==> src/hdl/array_linked_list_manager_core_defines.svh <==
// Assertion macros of the linked list manager core.
`ifndef ARRAY_LINKED_LIST_MANAGER_CORE_DEFINES_SVH
`define ARRAY_LINKED_LIST_MANAGER_CORE_DEFINES_SVH

// Check that cons holds in the same cycle as ante (uses clk and rst_n of the caller).
`define ALM_CHECK_NOW(label, ante, cons, msg) \
    label: assert property (@(posedge clk) disable iff (!rst_n) (ante) |-> (cons)) \
        else $error(msg);

// Check that cons holds in the cycle after ante.
`define ALM_CHECK_NEXT(label, ante, cons, msg) \
    label: assert property (@(posedge clk) disable iff (!rst_n) (ante) |=> (cons)) \
        else $error(msg);

`endif

==> src/hdl/alm_pkg.sv <==
// Types and constants of the array linked list manager.
`timescale 1ns / 1ps
`default_nettype none

package alm_pkg;

    // Widths fixed by the request and response formats
    localparam int OP_BITS       = 3;
    localparam int VALUE_BITS    = 32;
    localparam int STATUS_BITS   = 2;
    localparam int MAX_DATA_BITS = 64;

    typedef enum logic [OP_BITS-1:0] {
        OP_FRONT  = 3'd0,
        OP_BACK   = 3'd1,
        OP_AFTER  = 3'd2,
        OP_BEFORE = 3'd3,
        OP_DELETE = 3'd4
    } op_t;

    typedef enum logic [STATUS_BITS-1:0] {
        STAT_OK    = 2'd0,
        STAT_FULL  = 2'd1,
        STAT_RANGE = 2'd2,
        STAT_FREE  = 2'd3
    } status_t;

    typedef enum logic [1:0] {
        ST_INIT,
        ST_IDLE,
        ST_EXEC,
        ST_FINISH
    } state_t;

    typedef enum logic [2:0] {
        ACT_NONE,
        ACT_FIRST,
        ACT_FRONT,
        ACT_BACK,
        ACT_BETWEEN,
        ACT_DELETE
    } act_t;

    // Write strobes into the slot store
    typedef struct packed {
        logic next_we;
        logic link_we;
        logic data_we;
    } store_we_t;

endpackage

`default_nettype wire

==> src/hdl/alm_if.sv <==
// Request and response channel interfaces of the linked list manager.
`timescale 1ns / 1ps
`default_nettype none

interface alm_req_if #(
    parameter int SLOT_BITS = 7
);
    logic                             valid;
    logic                             ready;
    logic [alm_pkg::OP_BITS-1:0]      operation;
    logic [alm_pkg::VALUE_BITS-1:0]   value;
    logic [SLOT_BITS-1:0]             position;

    modport source (output valid, output operation, output value, output position,
                    input ready);
    modport sink   (input valid, input operation, input value, input position,
                    output ready);
endinterface

interface alm_rsp_if #(
    parameter int SLOT_BITS = 7
);
    logic                             valid;
    logic                             ready;
    logic [SLOT_BITS-1:0]             slot;
    logic [alm_pkg::STATUS_BITS-1:0]  status;
    logic [SLOT_BITS-1:0]             count;

    modport source (output valid, output slot, output status, output count,
                    input ready);
    modport sink   (input valid, input slot, input status, input count,
                    output ready);
endinterface

`default_nettype wire

==> src/hdl/array_linked_list_manager_core.sv <==
// Top level of the array linked list manager: sequencer, list registers, result register.
//
// Usage:
//   req carries one operation (insert front, back, after or before a slot, or delete a
//   slot) with a value and a position; rsp returns the slot used, a status and the
//   element count after the operation. Both channels move a request when valid and
//   ready are high at a rising clock edge.
//   Each request passes through acceptance and link read (idle), decide and first write
//   (exec), then second write and result load (finish). The link store has one write port
//   per memory, which is why the writes are split in two. One request is in flight at a
//   time; rsp.valid rises and req.ready returns in the same cycle.
//   After reset the block sweeps the link memories to build the free chain, with
//   req.ready low until the sweep ends. Slot data stays undefined until written.
//   A stalled rsp holds its result; the next request is still accepted and worked up to
//   its result load, which waits until the held result is taken.
`timescale 1ns / 1ps
`default_nettype none
`include "array_linked_list_manager_core_defines.svh"

module array_linked_list_manager_core #(
    parameter int CAPACITY  = 64,
    parameter int DATA_BITS = 32
) (
    input  wire       clk,
    input  wire       rst_n,
    alm_req_if.sink   req,
    alm_rsp_if.source rsp
);

    localparam int NSLOTS    = CAPACITY + 1;
    localparam int SLOT_BITS = $clog2(NSLOTS);
    localparam int WideBits  = alm_pkg::MAX_DATA_BITS;
    localparam logic [SLOT_BITS-1:0] CAP_W = SLOT_BITS'(CAPACITY);

    // Sequencer and list registers
    alm_pkg::state_t      state_reg, state_next;
    logic [SLOT_BITS-1:0] init_cnt_reg, init_cnt_next;
    logic [SLOT_BITS-1:0] head_reg, head_next;
    logic [SLOT_BITS-1:0] tail_reg, tail_next;
    logic [SLOT_BITS-1:0] free_reg, free_next;
    logic [SLOT_BITS-1:0] count_reg, count_next;

    // Captured request
    alm_pkg::op_t                   op_reg;
    logic [alm_pkg::VALUE_BITS-1:0] value_reg;
    logic [SLOT_BITS-1:0]           pos_reg;

    // Second write, planned in the decide cycle
    logic                 w2n_we_reg, w2n_we_next;
    logic [SLOT_BITS-1:0] w2n_addr_reg, w2n_addr_next;
    logic [SLOT_BITS-1:0] w2n_data_reg, w2n_data_next;
    logic                 w2l_we_reg, w2l_we_next;
    logic [SLOT_BITS-1:0] w2l_addr_reg, w2l_addr_next;
    logic [SLOT_BITS:0]   w2l_data_reg, w2l_data_next;

    // Pending and delivered result
    logic [SLOT_BITS-1:0]   res_slot_reg, res_slot_next;
    alm_pkg::status_t       res_status_reg, res_status_next;
    logic                   out_valid_reg, out_valid_next;
    logic [SLOT_BITS-1:0]   out_slot_reg;
    alm_pkg::status_t       out_status_reg;
    logic [SLOT_BITS-1:0]   out_count_reg;
    logic                   out_load;

    // First write, straight from the decision
    alm_pkg::act_t        act;
    logic [SLOT_BITS-1:0] w1_slot;
    logic [SLOT_BITS-1:0] w1_next;
    logic [SLOT_BITS:0]   w1_link;

    // Store ports
    alm_pkg::store_we_t   st_we;
    logic [SLOT_BITS-1:0] st_next_waddr, st_next_wdata;
    logic [SLOT_BITS-1:0] st_link_waddr;
    logic [SLOT_BITS:0]   st_link_wdata;
    logic [DATA_BITS-1:0] st_data_wdata;
    logic [SLOT_BITS-1:0] st_pos_raddr;
    logic [SLOT_BITS-1:0] rd_pos_next;
    logic [SLOT_BITS:0]   rd_pos_link;
    logic [SLOT_BITS-1:0] rd_free_next;
    logic [SLOT_BITS-1:0] rd_pos_prev;
    logic                 rd_pos_used;
    logic [WideBits-1:0]  value_wide;
    logic                 req_accept;

    assign req_accept  = req.valid && req.ready;
    assign rd_pos_prev = rd_pos_link[SLOT_BITS-1:0];
    assign rd_pos_used = rd_pos_link[SLOT_BITS];
    assign value_wide  = WideBits'(value_reg);
    assign st_data_wdata = value_wide[DATA_BITS-1:0];
    // Out-of-range positions read slot 0; the result is not used then
    assign st_pos_raddr = (req.position > CAP_W) ? '0 : req.position;

    alm_slot_store #(
        .CAPACITY  (CAPACITY),
        .DATA_BITS (DATA_BITS)
    ) u_store (
        .clk        (clk),
        .we         (st_we),
        .next_waddr (st_next_waddr),
        .next_wdata (st_next_wdata),
        .link_waddr (st_link_waddr),
        .link_wdata (st_link_wdata),
        .data_waddr (w1_slot),
        .data_wdata (st_data_wdata),
        .pos_raddr  (st_pos_raddr),
        .free_raddr (free_reg),
        .pos_next   (rd_pos_next),
        .pos_link   (rd_pos_link),
        .free_next  (rd_free_next)
    );

    // Classify the request from the links read at acceptance
    always_comb
    begin : decide
        act             = alm_pkg::ACT_NONE;
        res_status_next = alm_pkg::STAT_OK;
        if (op_reg inside {alm_pkg::OP_FRONT, alm_pkg::OP_BACK,
                           alm_pkg::OP_AFTER, alm_pkg::OP_BEFORE})
        begin
            if (count_reg >= CAP_W)
                res_status_next = alm_pkg::STAT_FULL;
            else if (count_reg == '0)
                act = alm_pkg::ACT_FIRST;
            else if (op_reg == alm_pkg::OP_FRONT)
                act = alm_pkg::ACT_FRONT;
            else if (op_reg == alm_pkg::OP_BACK)
                act = alm_pkg::ACT_BACK;
            else if (pos_reg > CAP_W)
                res_status_next = alm_pkg::STAT_RANGE;
            else if (!rd_pos_used)
                res_status_next = alm_pkg::STAT_FREE;
            else if (op_reg == alm_pkg::OP_AFTER)
            begin
                if (pos_reg == tail_reg)
                    act = alm_pkg::ACT_BACK;
                else if (pos_reg == '0)
                    act = alm_pkg::ACT_FRONT;
                else
                    act = alm_pkg::ACT_BETWEEN;
            end
            else
            begin
                if (pos_reg == head_reg)
                    act = alm_pkg::ACT_FRONT;
                else if (pos_reg == '0)
                    act = alm_pkg::ACT_BACK;
                else
                    act = alm_pkg::ACT_BETWEEN;
            end
        end
        else if (op_reg == alm_pkg::OP_DELETE)
        begin
            if (pos_reg > CAP_W || pos_reg == '0)
                res_status_next = alm_pkg::STAT_RANGE;
            else if (!rd_pos_used)
                res_status_next = alm_pkg::STAT_FREE;
            else
                act = alm_pkg::ACT_DELETE;
        end
    end

    // Plan both writes and the list register updates
    always_comb
    begin : plan
        w1_slot       = free_reg;
        w1_next       = '0;
        w1_link       = {1'b1, {SLOT_BITS{1'b0}}};
        w2n_we_next   = 1'b0;
        w2n_addr_next = '0;
        w2n_data_next = free_reg;
        w2l_we_next   = 1'b0;
        w2l_addr_next = '0;
        w2l_data_next = {1'b1, free_reg};
        head_next     = head_reg;
        tail_next     = tail_reg;
        free_next     = rd_free_next;
        count_next    = count_reg + 1'b1;
        res_slot_next = free_reg;
        case (act)
            alm_pkg::ACT_FIRST:
            begin
                head_next = free_reg;
                tail_next = free_reg;
            end
            alm_pkg::ACT_FRONT:
            begin
                // New head points forward to the old head, which points back to it
                w1_next       = head_reg;
                w2l_we_next   = 1'b1;
                w2l_addr_next = head_reg;
                head_next     = free_reg;
            end
            alm_pkg::ACT_BACK:
            begin
                w1_link       = {1'b1, tail_reg};
                w2n_we_next   = 1'b1;
                w2n_addr_next = tail_reg;
                tail_next     = free_reg;
            end
            alm_pkg::ACT_BETWEEN:
            begin
                // Splice between a and b: after takes b = next(pos), before takes a = prev(pos)
                if (op_reg == alm_pkg::OP_AFTER)
                begin
                    w1_next       = rd_pos_next;
                    w1_link       = {1'b1, pos_reg};
                    w2n_addr_next = pos_reg;
                    w2l_addr_next = rd_pos_next;
                end
                else
                begin
                    w1_next       = pos_reg;
                    w1_link       = {1'b1, rd_pos_prev};
                    w2n_addr_next = rd_pos_prev;
                    w2l_addr_next = pos_reg;
                end
                w2n_we_next = 1'b1;
                w2l_we_next = 1'b1;
            end
            alm_pkg::ACT_DELETE:
            begin
                // Free the slot onto the front of the free chain, then bridge its neighbors
                w1_slot       = pos_reg;
                w1_next       = free_reg;
                w1_link       = '0;
                w2n_we_next   = (rd_pos_prev != '0);
                w2n_addr_next = rd_pos_prev;
                w2n_data_next = rd_pos_next;
                w2l_we_next   = (rd_pos_next != '0);
                w2l_addr_next = rd_pos_next;
                w2l_data_next = {1'b1, rd_pos_prev};
                if (rd_pos_prev == '0)
                    head_next = rd_pos_next;
                if (rd_pos_next == '0)
                    tail_next = rd_pos_prev;
                free_next     = pos_reg;
                count_next    = count_reg - 1'b1;
                res_slot_next = pos_reg;
            end
            default:
            begin
                free_next     = free_reg;
                count_next    = count_reg;
                res_slot_next = '0;
            end
        endcase
    end

    // Next state
    always_comb
    begin : fsm_next
        state_next    = state_reg;
        init_cnt_next = init_cnt_reg;
        case (state_reg)
            alm_pkg::ST_INIT:
            begin
                init_cnt_next = init_cnt_reg + 1'b1;
                if (init_cnt_reg == CAP_W)
                    state_next = alm_pkg::ST_IDLE;
            end
            alm_pkg::ST_IDLE:
            begin
                if (req.valid)
                    state_next = alm_pkg::ST_EXEC;
            end
            alm_pkg::ST_EXEC:
            begin
                state_next = alm_pkg::ST_FINISH;
            end
            alm_pkg::ST_FINISH:
            begin
                if (!out_valid_reg || rsp.ready)
                    state_next = alm_pkg::ST_IDLE;
            end
            default:
            begin
                state_next = alm_pkg::ST_INIT;
            end
        endcase
    end

    // Outputs: handshake, store writes, result load
    always_comb
    begin : fsm_out
        req.ready     = 1'b0;
        out_load      = 1'b0;
        st_we         = '0;
        st_next_waddr = w1_slot;
        st_next_wdata = w1_next;
        st_link_waddr = w1_slot;
        st_link_wdata = w1_link;
        case (state_reg)
            alm_pkg::ST_INIT:
            begin
                // Build the free chain: slot i -> i + 1, last slot and sentinel -> 0
                st_we.next_we = 1'b1;
                st_we.link_we = 1'b1;
                st_next_waddr = init_cnt_reg;
                st_link_waddr = init_cnt_reg;
                if (init_cnt_reg == '0 || init_cnt_reg == CAP_W)
                    st_next_wdata = '0;
                else
                    st_next_wdata = init_cnt_reg + 1'b1;
                st_link_wdata = {(init_cnt_reg == '0), {SLOT_BITS{1'b0}}};
            end
            alm_pkg::ST_IDLE:
            begin
                req.ready = 1'b1;
            end
            alm_pkg::ST_EXEC:
            begin
                st_we.next_we = (act != alm_pkg::ACT_NONE);
                st_we.link_we = (act != alm_pkg::ACT_NONE);
                st_we.data_we = (act != alm_pkg::ACT_NONE) && (act != alm_pkg::ACT_DELETE);
            end
            alm_pkg::ST_FINISH:
            begin
                // Repeating these writes while stalled is harmless
                st_we.next_we = w2n_we_reg;
                st_we.link_we = w2l_we_reg;
                st_next_waddr = w2n_addr_reg;
                st_next_wdata = w2n_data_reg;
                st_link_waddr = w2l_addr_reg;
                st_link_wdata = w2l_data_reg;
                out_load      = !out_valid_reg || rsp.ready;
            end
            default:
            begin
                req.ready = 1'b0;
            end
        endcase
    end

    // Drop the held result when taken, load a new one when it is free
    always_comb
    begin : out_ctrl
        out_valid_next = out_valid_reg;
        if (out_load)
            out_valid_next = 1'b1;
        else if (rsp.ready)
            out_valid_next = 1'b0;
    end

    // Control registers
    always_ff @(posedge clk or negedge rst_n)
    begin
        if (!rst_n)
        begin
            state_reg     <= alm_pkg::ST_INIT;
            init_cnt_reg  <= '0;
            head_reg      <= '0;
            tail_reg      <= '0;
            free_reg      <= SLOT_BITS'(1);
            count_reg     <= '0;
            w2n_we_reg    <= 1'b0;
            w2l_we_reg    <= 1'b0;
            out_valid_reg <= 1'b0;
        end
        else
        begin
            state_reg     <= state_next;
            init_cnt_reg  <= init_cnt_next;
            out_valid_reg <= out_valid_next;
            if (state_reg == alm_pkg::ST_EXEC)
            begin
                head_reg   <= head_next;
                tail_reg   <= tail_next;
                free_reg   <= free_next;
                count_reg  <= count_next;
                w2n_we_reg <= w2n_we_next;
                w2l_we_reg <= w2l_we_next;
            end
        end
    end

    // Payload registers
    always_ff @(posedge clk)
    begin
        if (req_accept)
        begin
            op_reg    <= alm_pkg::op_t'(req.operation);
            value_reg <= req.value;
            pos_reg   <= req.position;
        end
        if (state_reg == alm_pkg::ST_EXEC)
        begin
            w2n_addr_reg   <= w2n_addr_next;
            w2n_data_reg   <= w2n_data_next;
            w2l_addr_reg   <= w2l_addr_next;
            w2l_data_reg   <= w2l_data_next;
            res_slot_reg   <= res_slot_next;
            res_status_reg <= res_status_next;
        end
        if (out_load)
        begin
            out_slot_reg   <= res_slot_reg;
            out_status_reg <= res_status_reg;
            out_count_reg  <= count_reg;
        end
    end

    assign rsp.valid  = out_valid_reg;
    assign rsp.slot   = out_slot_reg;
    assign rsp.status = out_status_reg;
    assign rsp.count  = out_count_reg;

    `ALM_CHECK_NOW(a_count_bound, 1'b1, count_reg <= CAP_W, "element count above capacity")
    `ALM_CHECK_NOW(a_free_avail, (state_reg == alm_pkg::ST_EXEC) && (count_reg < CAP_W), free_reg != '0, "free chain empty below capacity")
    `ALM_CHECK_NOW(a_empty_head, state_reg == alm_pkg::ST_IDLE, (count_reg == '0) == (head_reg == '0), "head and count disagree")
    `ALM_CHECK_NEXT(a_accept_exec, req_accept, state_reg == alm_pkg::ST_EXEC, "accepted request not executed")

endmodule

`default_nettype wire

==> src/hdl/alm_slot_store.sv <==
// Slot store: next links, previous links with in-use flags, and slot data.
`timescale 1ns / 1ps
`default_nettype none

module alm_slot_store #(
    parameter int CAPACITY  = 64,
    parameter int DATA_BITS = 32,
    localparam int NSLOTS    = CAPACITY + 1,
    localparam int SLOT_BITS = $clog2(NSLOTS)
) (
    input  wire                       clk,
    input  alm_pkg::store_we_t        we,
    input  wire [SLOT_BITS-1:0]       next_waddr,
    input  wire [SLOT_BITS-1:0]       next_wdata,
    input  wire [SLOT_BITS-1:0]       link_waddr,
    input  wire [SLOT_BITS:0]         link_wdata,
    input  wire [SLOT_BITS-1:0]       data_waddr,
    input  wire [DATA_BITS-1:0]       data_wdata,
    input  wire [SLOT_BITS-1:0]       pos_raddr,
    input  wire [SLOT_BITS-1:0]       free_raddr,
    output logic [SLOT_BITS-1:0]      pos_next,
    output logic [SLOT_BITS:0]        pos_link,
    output logic [SLOT_BITS-1:0]      free_next
);

    // next_mem: forward link; link_mem: {in use, backward link}
    logic [SLOT_BITS-1:0] next_mem [NSLOTS];
    logic [SLOT_BITS:0]   link_mem [NSLOTS];
    logic [DATA_BITS-1:0] data_mem [NSLOTS];

    // Forward links: one write port, two read ports
    always_ff @(posedge clk)
    begin
        if (we.next_we)
        begin
            next_mem[next_waddr] <= next_wdata;
        end
        pos_next  <= next_mem[pos_raddr];
        free_next <= next_mem[free_raddr];
    end

    // Backward links and in-use flags
    always_ff @(posedge clk)
    begin
        if (we.link_we)
        begin
            link_mem[link_waddr] <= link_wdata;
        end
        pos_link <= link_mem[pos_raddr];
    end

    // Slot payload, write only
    always_ff @(posedge clk)
    begin
        if (we.data_we)
        begin
            data_mem[data_waddr] <= data_wdata;
        end
    end

endmodule

`default_nettype wire
==> src/flat_wrapper.sv <==
// flat-port wrapper written by rule: the top's interface ports become plain ports
module array_linked_list_manager_core_flat 
#(
    parameter int CAPACITY  = 64,
    parameter int DATA_BITS = 32
)
  (clk, rst_n, req_valid, req_operation, req_value, req_position, req_ready, rsp_valid, rsp_slot, rsp_status, rsp_count, rsp_ready);
  alm_req_if req_i ();
  alm_rsp_if rsp_i ();
  input  wire clk;
  input  wire rst_n;
  input wire logic [$bits(req_i.valid)-1:0] req_valid;
  input wire logic [$bits(req_i.operation)-1:0] req_operation;
  input wire logic [$bits(req_i.value)-1:0] req_value;
  input wire logic [$bits(req_i.position)-1:0] req_position;
  output wire logic [$bits(req_i.ready)-1:0] req_ready;
  output wire logic [$bits(rsp_i.valid)-1:0] rsp_valid;
  output wire logic [$bits(rsp_i.slot)-1:0] rsp_slot;
  output wire logic [$bits(rsp_i.status)-1:0] rsp_status;
  output wire logic [$bits(rsp_i.count)-1:0] rsp_count;
  input wire logic [$bits(rsp_i.ready)-1:0] rsp_ready;
  assign req_i.valid = req_valid;
  assign req_i.operation = req_operation;
  assign req_i.value = req_value;
  assign req_i.position = req_position;
  assign req_ready = req_i.ready;
  assign rsp_valid = rsp_i.valid;
  assign rsp_slot = rsp_i.slot;
  assign rsp_status = rsp_i.status;
  assign rsp_count = rsp_i.count;
  assign rsp_i.ready = rsp_ready;
  array_linked_list_manager_core #(.CAPACITY(CAPACITY), .DATA_BITS(DATA_BITS)) u_core (.clk(clk), .rst_n(rst_n), .req(req_i), .rsp(rsp_i));
endmodule
==> config.mk <==
export PLATFORM = sky130hd
export DESIGN_NAME = array_linked_list_manager_core_flat
export DESIGN_NICKNAME = d
export VERILOG_FILES = /design/src/hdl/alm_pkg.sv /design/src/hdl/alm_if.sv /design/src/hdl/array_linked_list_manager_core.sv /design/src/hdl/alm_slot_store.sv /design/src/flat_wrapper.sv
export VERILOG_INCLUDE_DIRS = /design/src /design/src/hdl
export SDC_FILE = /design/constraint.sdc
export NUM_CORES = 2
export LEC_CHECK = 0
export BUFFER_PORTS_ARGS = -buffer_cell sky130_fd_sc_hd__buf_2
export CAP_MARGIN = 20
export CORE_MARGIN = 5
export CORE_UTILIZATION = 57
export CTS_CLUSTER_DIAMETER = 30
export CTS_CLUSTER_SIZE = 8
export DETAILED_ROUTE_END_ITERATION = 8
export PLACE_DENSITY_LB_ADDON = 0.1
export SYNTH_ARGS = -nofsm -noshare
export SYNTH_HDL_FRONTEND = slang
export SYNTH_SLANG_ARGS = --single-unit
==> constraint.sdc <==
create_clock -name clk -period 4.35 [get_ports clk]
set_input_delay 0.87 -clock clk [delete_from_list [all_inputs] [get_ports clk]]
set_output_delay 0.87 -clock clk [all_outputs]
set_load 0.05 [all_outputs]
# [Word-level counts from Yosys, hierarchy flattened]
# Memories as Yosys holds them, arrays and structs flattened. A register that Yosys moved wholly into a read port is not among the register bits.
# Index checks and enable logic that the tools add are counted.
# W data, S select, Z words.
[totals] regBits=104 in_bits=46 mem_bits_rw=975 memories=2 output_inout_bits=18
[memory_table] memory="u_core.u_store.link_mem" depth=65 word_bits=8 rd=1 rd_ports_with_merged_regs=1 write_ports=1 line_no="alm_slot_store.sv:28" source="logic [SLOT_BITS:0] link_mem [NSLOTS];"
[memory_table] memory="u_core.u_store.next_mem" depth=65 word_bits=7 rd=2 rd_ports_with_merged_regs=2 write_ports=1 line_no="alm_slot_store.sv:27" source="logic [SLOT_BITS-1:0] next_mem [NSLOTS];"
[classes] n_reduce_logical=29 add_sub_neg=3 magnitude_cmp=3 muxes=62 n_eq_ne=20
[op_table] cell="$pmux W7 S2" count=8
[op_table] cell="$mux W7" count=10
[op_table] cell="$pmux W7 S3" count=3
[op_table] cell="$mux W3" count=15
[op_table] cell="$logic_not A7 Y1" count=5
[op_table] cell="$mux W2" count=12
[op_table] cell="$pmux W8 S3" count=1
[op_table] cell="$pmux W8 S2" count=1
[op_table] cell="$add A7 B1 Y7 const B" count=2
[op_table] cell="$eq A7 B7 Y1" count=2
[op_table] cell="$gt A7 B7 Y1 const B" count=2
[op_table] cell="$reduce_bool A7 Y1" count=2
[op_table] cell="$eq A3 B2 Y1 const B" count=4
[op_table] cell="$eq A3 B3 Y1 const B" count=3
[op_table] cell="$reduce_and A3 Y1" count=3
[op_table] cell="$mux W1" count=8
[op_table] cell="$ne A2 B1 Y1 const B" count=4
[op_table] cell="$pmux W2 S4" count=1
[op_table] cell="$reduce_bool A2 Y1" count=4
[op_table] cell="$reduce_or A2 Y1" count=4
[op_table] cell="$eq A7 B7 Y1 const B" count=1
[op_table] cell="$ge A7 B7 Y1 const B" count=1
[op_table] cell="$sub A7 B1 Y7 const B" count=1
[op_table] cell="$eq A3 B1 Y1 const B" count=2
[op_table] cell="other kinds (14)" count=18

# [Longest topological paths before layout]
[depth] ltp_word=15 mapped_depth=16

# [By module]
# From an unflattened synthesis, not the netlist that was laid out.
[unflattened] cells_unflattened=2698 hier_area_um2=48972.0
[by_module_without_submodules] mod="alm_slot_store" n_inst=1 seq_area_each_um2=29718.5 area_each_um2=42316.8 cells_per_inst=2123
[by_module_without_submodules] mod="array_linked_list_manager_core" n_inst=1 seq_area_each_um2=3854.9 area_each_um2=6655.1 cells_per_inst=575

# [Least setup slack after synthesis]
# Ideal clock, no wire load.
[synth_path] path_kind="register -> register" start="reg u_core.pos_reg[2]" end="mem u_core.u_store.next_mem[0][5] (data pin)" slack_ns=-0.401 path_stages_with_launch=9 period_less_slack_ns=4.751 arrival_ns=4.157 t_required_ns=3.756 path_cell_list="edfxtp_1 -> buf_6 -> nor4_4 -> a21oi_2 -> nor3_4 -> clkbuf_1 -> buf_1 -> nand2_1 -> a31oi_1"
[synth_via] elab_chain_cells=14 word_cells_on_any_way=24 classes_between="1 x order compare; 5 x eq/ne; 16 x mux; 2 x reduce/logical"
[synth_lines] element="from (decl)" line_no="array_linked_list_manager_core.sv:46" source="logic [SLOT_BITS-1:0] pos_reg;"
[synth_lines] element="from (signal assigned)" line_no="array_linked_list_manager_core.sv:384" source="pos_reg <= req.position;"
[synth_lines] element="$logic_not A7 Y1" line_no="array_linked_list_manager_core.sv:137, array_linked_list_manager_core.sv:146, array_linked_list_manager_core.sv:154"
[synth_lines] element="$mux W3 (on tied branches)" line_no="array_linked_list_manager_core.sv:146, array_linked_list_manager_core.sv:137"
[synth_lines] element="$mux W3 (on tied branches)" line_no="array_linked_list_manager_core.sv:144, array_linked_list_manager_core.sv:135"
[synth_lines] element="$mux W3" line_no="array_linked_list_manager_core.sv:133" source="else if (op_reg == alm_pkg::OP_AFTER)"
[synth_lines] element="$mux W3" line_no="array_linked_list_manager_core.sv:131" source="else if (!rd_pos_used)"
[synth_lines] element="$mux W3" line_no="array_linked_list_manager_core.sv:129" source="else if (pos_reg > CAP_W)"
[synth_lines] element="$mux W3" line_no="array_linked_list_manager_core.sv:127" source="else if (op_reg == alm_pkg::OP_BACK)"
[synth_lines] element="$mux W3" line_no="array_linked_list_manager_core.sv:125" source="else if (op_reg == alm_pkg::OP_FRONT)"
[synth_lines] element="$mux W3" line_no="array_linked_list_manager_core.sv:123" source="else if (count_reg == '0)"
[synth_lines] element="$mux W3" line_no="array_linked_list_manager_core.sv:121" source="if (count_reg >= CAP_W)"
[synth_lines] element="$mux W3 (*)" line_no="array_linked_list_manager_core.sv:118" source="if (op_reg inside {alm_pkg::OP_FRONT, alm_pkg::OP_BACK,"
[synth_lines] element="$eq A3 B3 Y1 or $eq A3 B2 Y1 (tied branches)" line_no="array_linked_list_manager_core.sv:180" source="case (act)"
[synth_lines] element="$pmux W7 S3 (*)" line_no="array_linked_list_manager_core.sv:180"
[synth_lines] element="$pmux W7 S2 (*)" line_no="array_linked_list_manager_core.sv:293" source="case (state_reg)"
[synth_lines] element="named net u_core.st_next_wdata[5]" line_no="array_linked_list_manager_core.sv:73" source="logic [SLOT_BITS-1:0] st_next_waddr, st_next_wdata;"
[synth_lines] element="to (decl)" line_no="alm_slot_store.sv:27"
# Mark *: on every way through the listed nets, which the timed path passes. The rest lies on a longest branch.

# [Final worst setup path]
[layout_path] start="reg u_core.op_reg[2]" end="mem u_core.u_store.next_mem[53][4], enable pin"
[layout_via] elab_chain_cells=13 word_cells_on_any_way=22 classes_between="5 x eq/ne; 14 x mux; 3 x reduce/logical"
[layout_lines] element="from (decl)" line_no="array_linked_list_manager_core.sv:44" source="alm_pkg::op_t op_reg;"
[layout_lines] element="from (signal assigned)" line_no="array_linked_list_manager_core.sv:382" source="op_reg <= alm_pkg::op_t'(req.operation);"
[layout_lines] element="$eq A3 B2 Y1" line_no="array_linked_list_manager_core.sv:118, array_linked_list_manager_core.sv:133"
[layout_lines] element="$mux W3" line_no="array_linked_list_manager_core.sv:133"
[layout_lines] element="$mux W3" line_no="array_linked_list_manager_core.sv:131"
[layout_lines] element="$mux W3" line_no="array_linked_list_manager_core.sv:129"
[layout_lines] element="$mux W3" line_no="array_linked_list_manager_core.sv:127"
[layout_lines] element="$mux W3" line_no="array_linked_list_manager_core.sv:125"
[layout_lines] element="$mux W3" line_no="array_linked_list_manager_core.sv:123"
[layout_lines] element="$mux W3" line_no="array_linked_list_manager_core.sv:121"
[layout_lines] element="$mux W3 (*)" line_no="array_linked_list_manager_core.sv:118"
[layout_lines] element="$reduce_bool A3 Y1" line_no="array_linked_list_manager_core.sv:313" source="st_we.next_we = (act != alm_pkg::ACT_NONE);"
[layout_lines] element="$pmux W2 S3" line_no="array_linked_list_manager_core.sv:293"
[layout_lines] element="$mux W1" line_no="alm_slot_store.sv:34" source="if (we.next_we)"
[layout_lines] element="$mux W1 (implied by the code)" line_no="alm_slot_store.sv:36" source="next_mem[next_waddr] <= next_wdata;"
# Every way passes the cells marked *; elsewhere a longest branch is shown, timed or not.

==> reports/metrics.cfg <==
[run_status]
status = complete, no violations

[worst_setup_path]
reg2reg_depth = 9
worstPathArrival_ps = 4570
worst_setup_path_end_kind = register
worstSetupStartpointType = register
critPathKind = reg2reg
path_max_fanout = 44
regToRegSetupSlack_ps = 290
cp_data_required_time_ps = 4860

[detailed_routing]
drcViolationCount = 0
dr_total_vias = 30407
wl_per_cell_um = 30.6
viasPerCell = 6.64
drtIter0Drc = 3743
ant_nets = 0
dr.pass1.iters = 6
drt-total-wl_um = 140000

[layout]
fin_nets = 3327
areaGrowthSynthToFinish_pct = 20.4
largest_register_ffs = 520
drive_above_1_share_pct = 27.6
top_register = u_core.u_store.link_mem
largestRegisters = u_core.u_store.link_mem x520, u_core.u_store.next_mem x455, u_core.u_store.pos_link x8

[timing]
post-route-period-util_pct = 93.2
finalSetupViolations = 0
rsz0062_at_grt = no
slew_headroom_pct = 34.5
worst_pin_slew_ps = 982
finalWorstSetupSlack_ps = 294
hold_viol = 0
fmax_ghz = 0.247
slew_viol_final = 0
skew_ps = 35.3
fin_crit_ps = 4060

[synth]
yosysMostFrequentCell = edfxtp_1
syn-num-nets = 3057
synth.distinct_cells = 86
ys_warn_count = 0
yosysTopAreaCellShare_pct = 64.2
yosysSeqAreaShare_pct = 67.2
yosys-top-cells-count = 1038 x edfxtp_1, 267 x mux4_2, 257 x nand2_1
ys.flop_type = edfxtp_1
synth_edf_count = 1038
synthTopCellsByArea = edfxtp_1 64%, mux4_2 12%, mux2i_1 3.5%, dfrtp_1 2.0%, nand2_1 2.0%
synthCells = 2997
synth-seq-cells = 1100
yosysTopAreaCell = edfxtp_1
syn_area_mm2 = 0.0486
postSynth.asyncResetShare_pct = 3.64
avgSynthCellArea_um2 = 16.2

[global_routing]
grt_remaining_overflow = 0
first_global_vias = 31101
grt.total_usage_pct = 30.8
grt_pass1_wl_um = 205000
antenna_found_initial = 5
grt_max_degree = 116

[pwr]
report.power.total_mw = 27.7
p_leak_nw = 18.4
max-vdd-ir-drop_mv = 0.515
powerDensity_mw_per_mm2 = 475

[clocking]
cts_htree_levels = 4
holdBufCountCts = 0
cts_setup_buffers = 0
cts_buffer_depth = 3
cts_buffers = 205
clk_latency_ps = 780
cts_resized = 0
tritoncts = yes
cts.root.buffer_cell = clkbuf_16
path_clk_slew_ps = 50
clkSinkCount = 1100

[floorplan]
initial_utilization_pct = 57.2
dieWidth_um = 302
core_region_area_mm2 = 0.0849
chipHeight_um = 302
ios = 64
rows = 107
die_area_mm2 = 0.0911

[min_path]
hold_path.class = in2async

[placed_design]
place_ws_ps = 368
port_buffers = 31
dp_hpwl_um = 88500
place_congestion = 0.944

[flow_run]
drv_cap = 0

placed cells by master, fill, tap and decap left out, types with 12 or more instances in the layout:
| cell | instances |
|---|---|
| dfxtp_1 | 22 |
| ha_1 | 12 |
| buf_4 | 226 |
| buf_12 | 23 |
| buf_2 | 29 |
| nor2_1 | 182 |
| nand2b_1 | 15 |
| xnor2_1 | 20 |
| bufinv_16 | 24 |
| nand2_1 | 257 |
| nor3_1 | 83 |
| o21ai_0 | 61 |
| clkinv_1 | 23 |
| mux2_2 | 22 |
| nand3_1 | 52 |
| mux2i_1 | 171 |
| a21o_1 | 14 |
| o211ai_1 | 47 |
| dfrtp_1 | 36 |
| o22ai_1 | 30 |
| nor4_1 | 12 |
| clkinv_2 | 25 |
| a21oi_1 | 121 |
| o221ai_1 | 16 |
| clkinvlp_4 | 14 |
| a211oi_1 | 36 |
| inv_1 | 15 |
| clkbuf_16 | 213 |
| a31oi_1 | 17 |
| mux4_2 | 267 |
| edfxtp_1 | 1038 |
| a221oi_1 | 53 |
| clkbuf_1 | 46 |
path summary, 6_finish.rpt:
check                                       start                        endpoint
max                              u_core.op_reg[2]  u_core.u_store.next_mem[53][4]
min                                         rst_n                u_core.rsp.valid
max reg2reg                      u_core.op_reg[2]  u_core.u_store.next_mem[53][4]
min reg2reg                u_core.res_slot_reg[5]              u_core.rsp.slot[5]
max in group asynchronous                   rst_n              u_core.free_reg[0]
min in group clk                 req_operation[1]                u_core.op_reg[1]
where the power goes:
| part | internal [mW] | total, mW | switching [mW] |
|---|---|---|---|
| Clock | 10.4 | 15.6 | 5.18 |
| Sequential | 11.5 | 11.5 | 0.0251 |
| Combinational | 0.226 | 0.651 | 0.425 |
layer usage:
layer	vias up	share of wire, %	GRT usage [%]
met5	-	0.031	0
met3	401	9.1	6.04
met1	15488	37	40.8
li1	12704	-	-
met4	6	4.8	13.9
met2	1808	49	50.4
logic make-up (layout without fill, tap and decap cells):
kind of cell / after synthesis / count (layout) / synth area share, %
AO/OA/AOI/OAI: 475 / 475 / 6.77
XOR/XNOR: 31 / 31 / 0.559
adder cells (fa/ha/maj): 14 / 14 / 0.376
buffers and inverters: 233 / 667 / 2.12
flip-flops: 1100 / 1100 / 67.2
multiplexers: 464 / 464 / 16.5
other: 0 / 2 / 0
AND/OR/NAND/NOR: 680 / 680 / 6.47
cell type report:
cell class	count	area, um2
timing repair buffer	279	2310
multi-input combinational	1664	15100
clock buffer	267	5610
inverter	17	63.8
fill	5601	26400
tap	1144	1430
sequential	1100	32600
antenna	2	5.00
clock inverter	104	1280
through the flow:
| step | hold slack (ps) | utilization [%] | setup TNS, ps | instance area (um2) | std cells |
|---|---|---|---|---|---|
| 3_3_place_gp | 401 | 60.7 | 0 | 51600 | 4204 |
| 2_1_floorplan | 400 | - | -53040 | 48600 | 2997 |
| 6_report | 48.4 | 68.9 | 0 | 58500 | 4577 |
| 3_5_place_dp | 414 | 60.7 | 0 | 51600 | 4204 |
| 5_1_grt | 69.6 | 68.9 | 0 | 58400 | 4575 |
| 4_1_cts | 28.9 | 68.9 | 0 | 58400 | 4575 |
critical path: stages (launching register included):
cell and delay (ps):
edfxtp_1 510, nor3b_2 540, nand4b_2 280, a221oi_1 100
a311o_2 400, o41a_2 700, buf_4 320, nor2_8 520
nor3_1 150, buf_4 240
(Power assumes the default switching activity.)
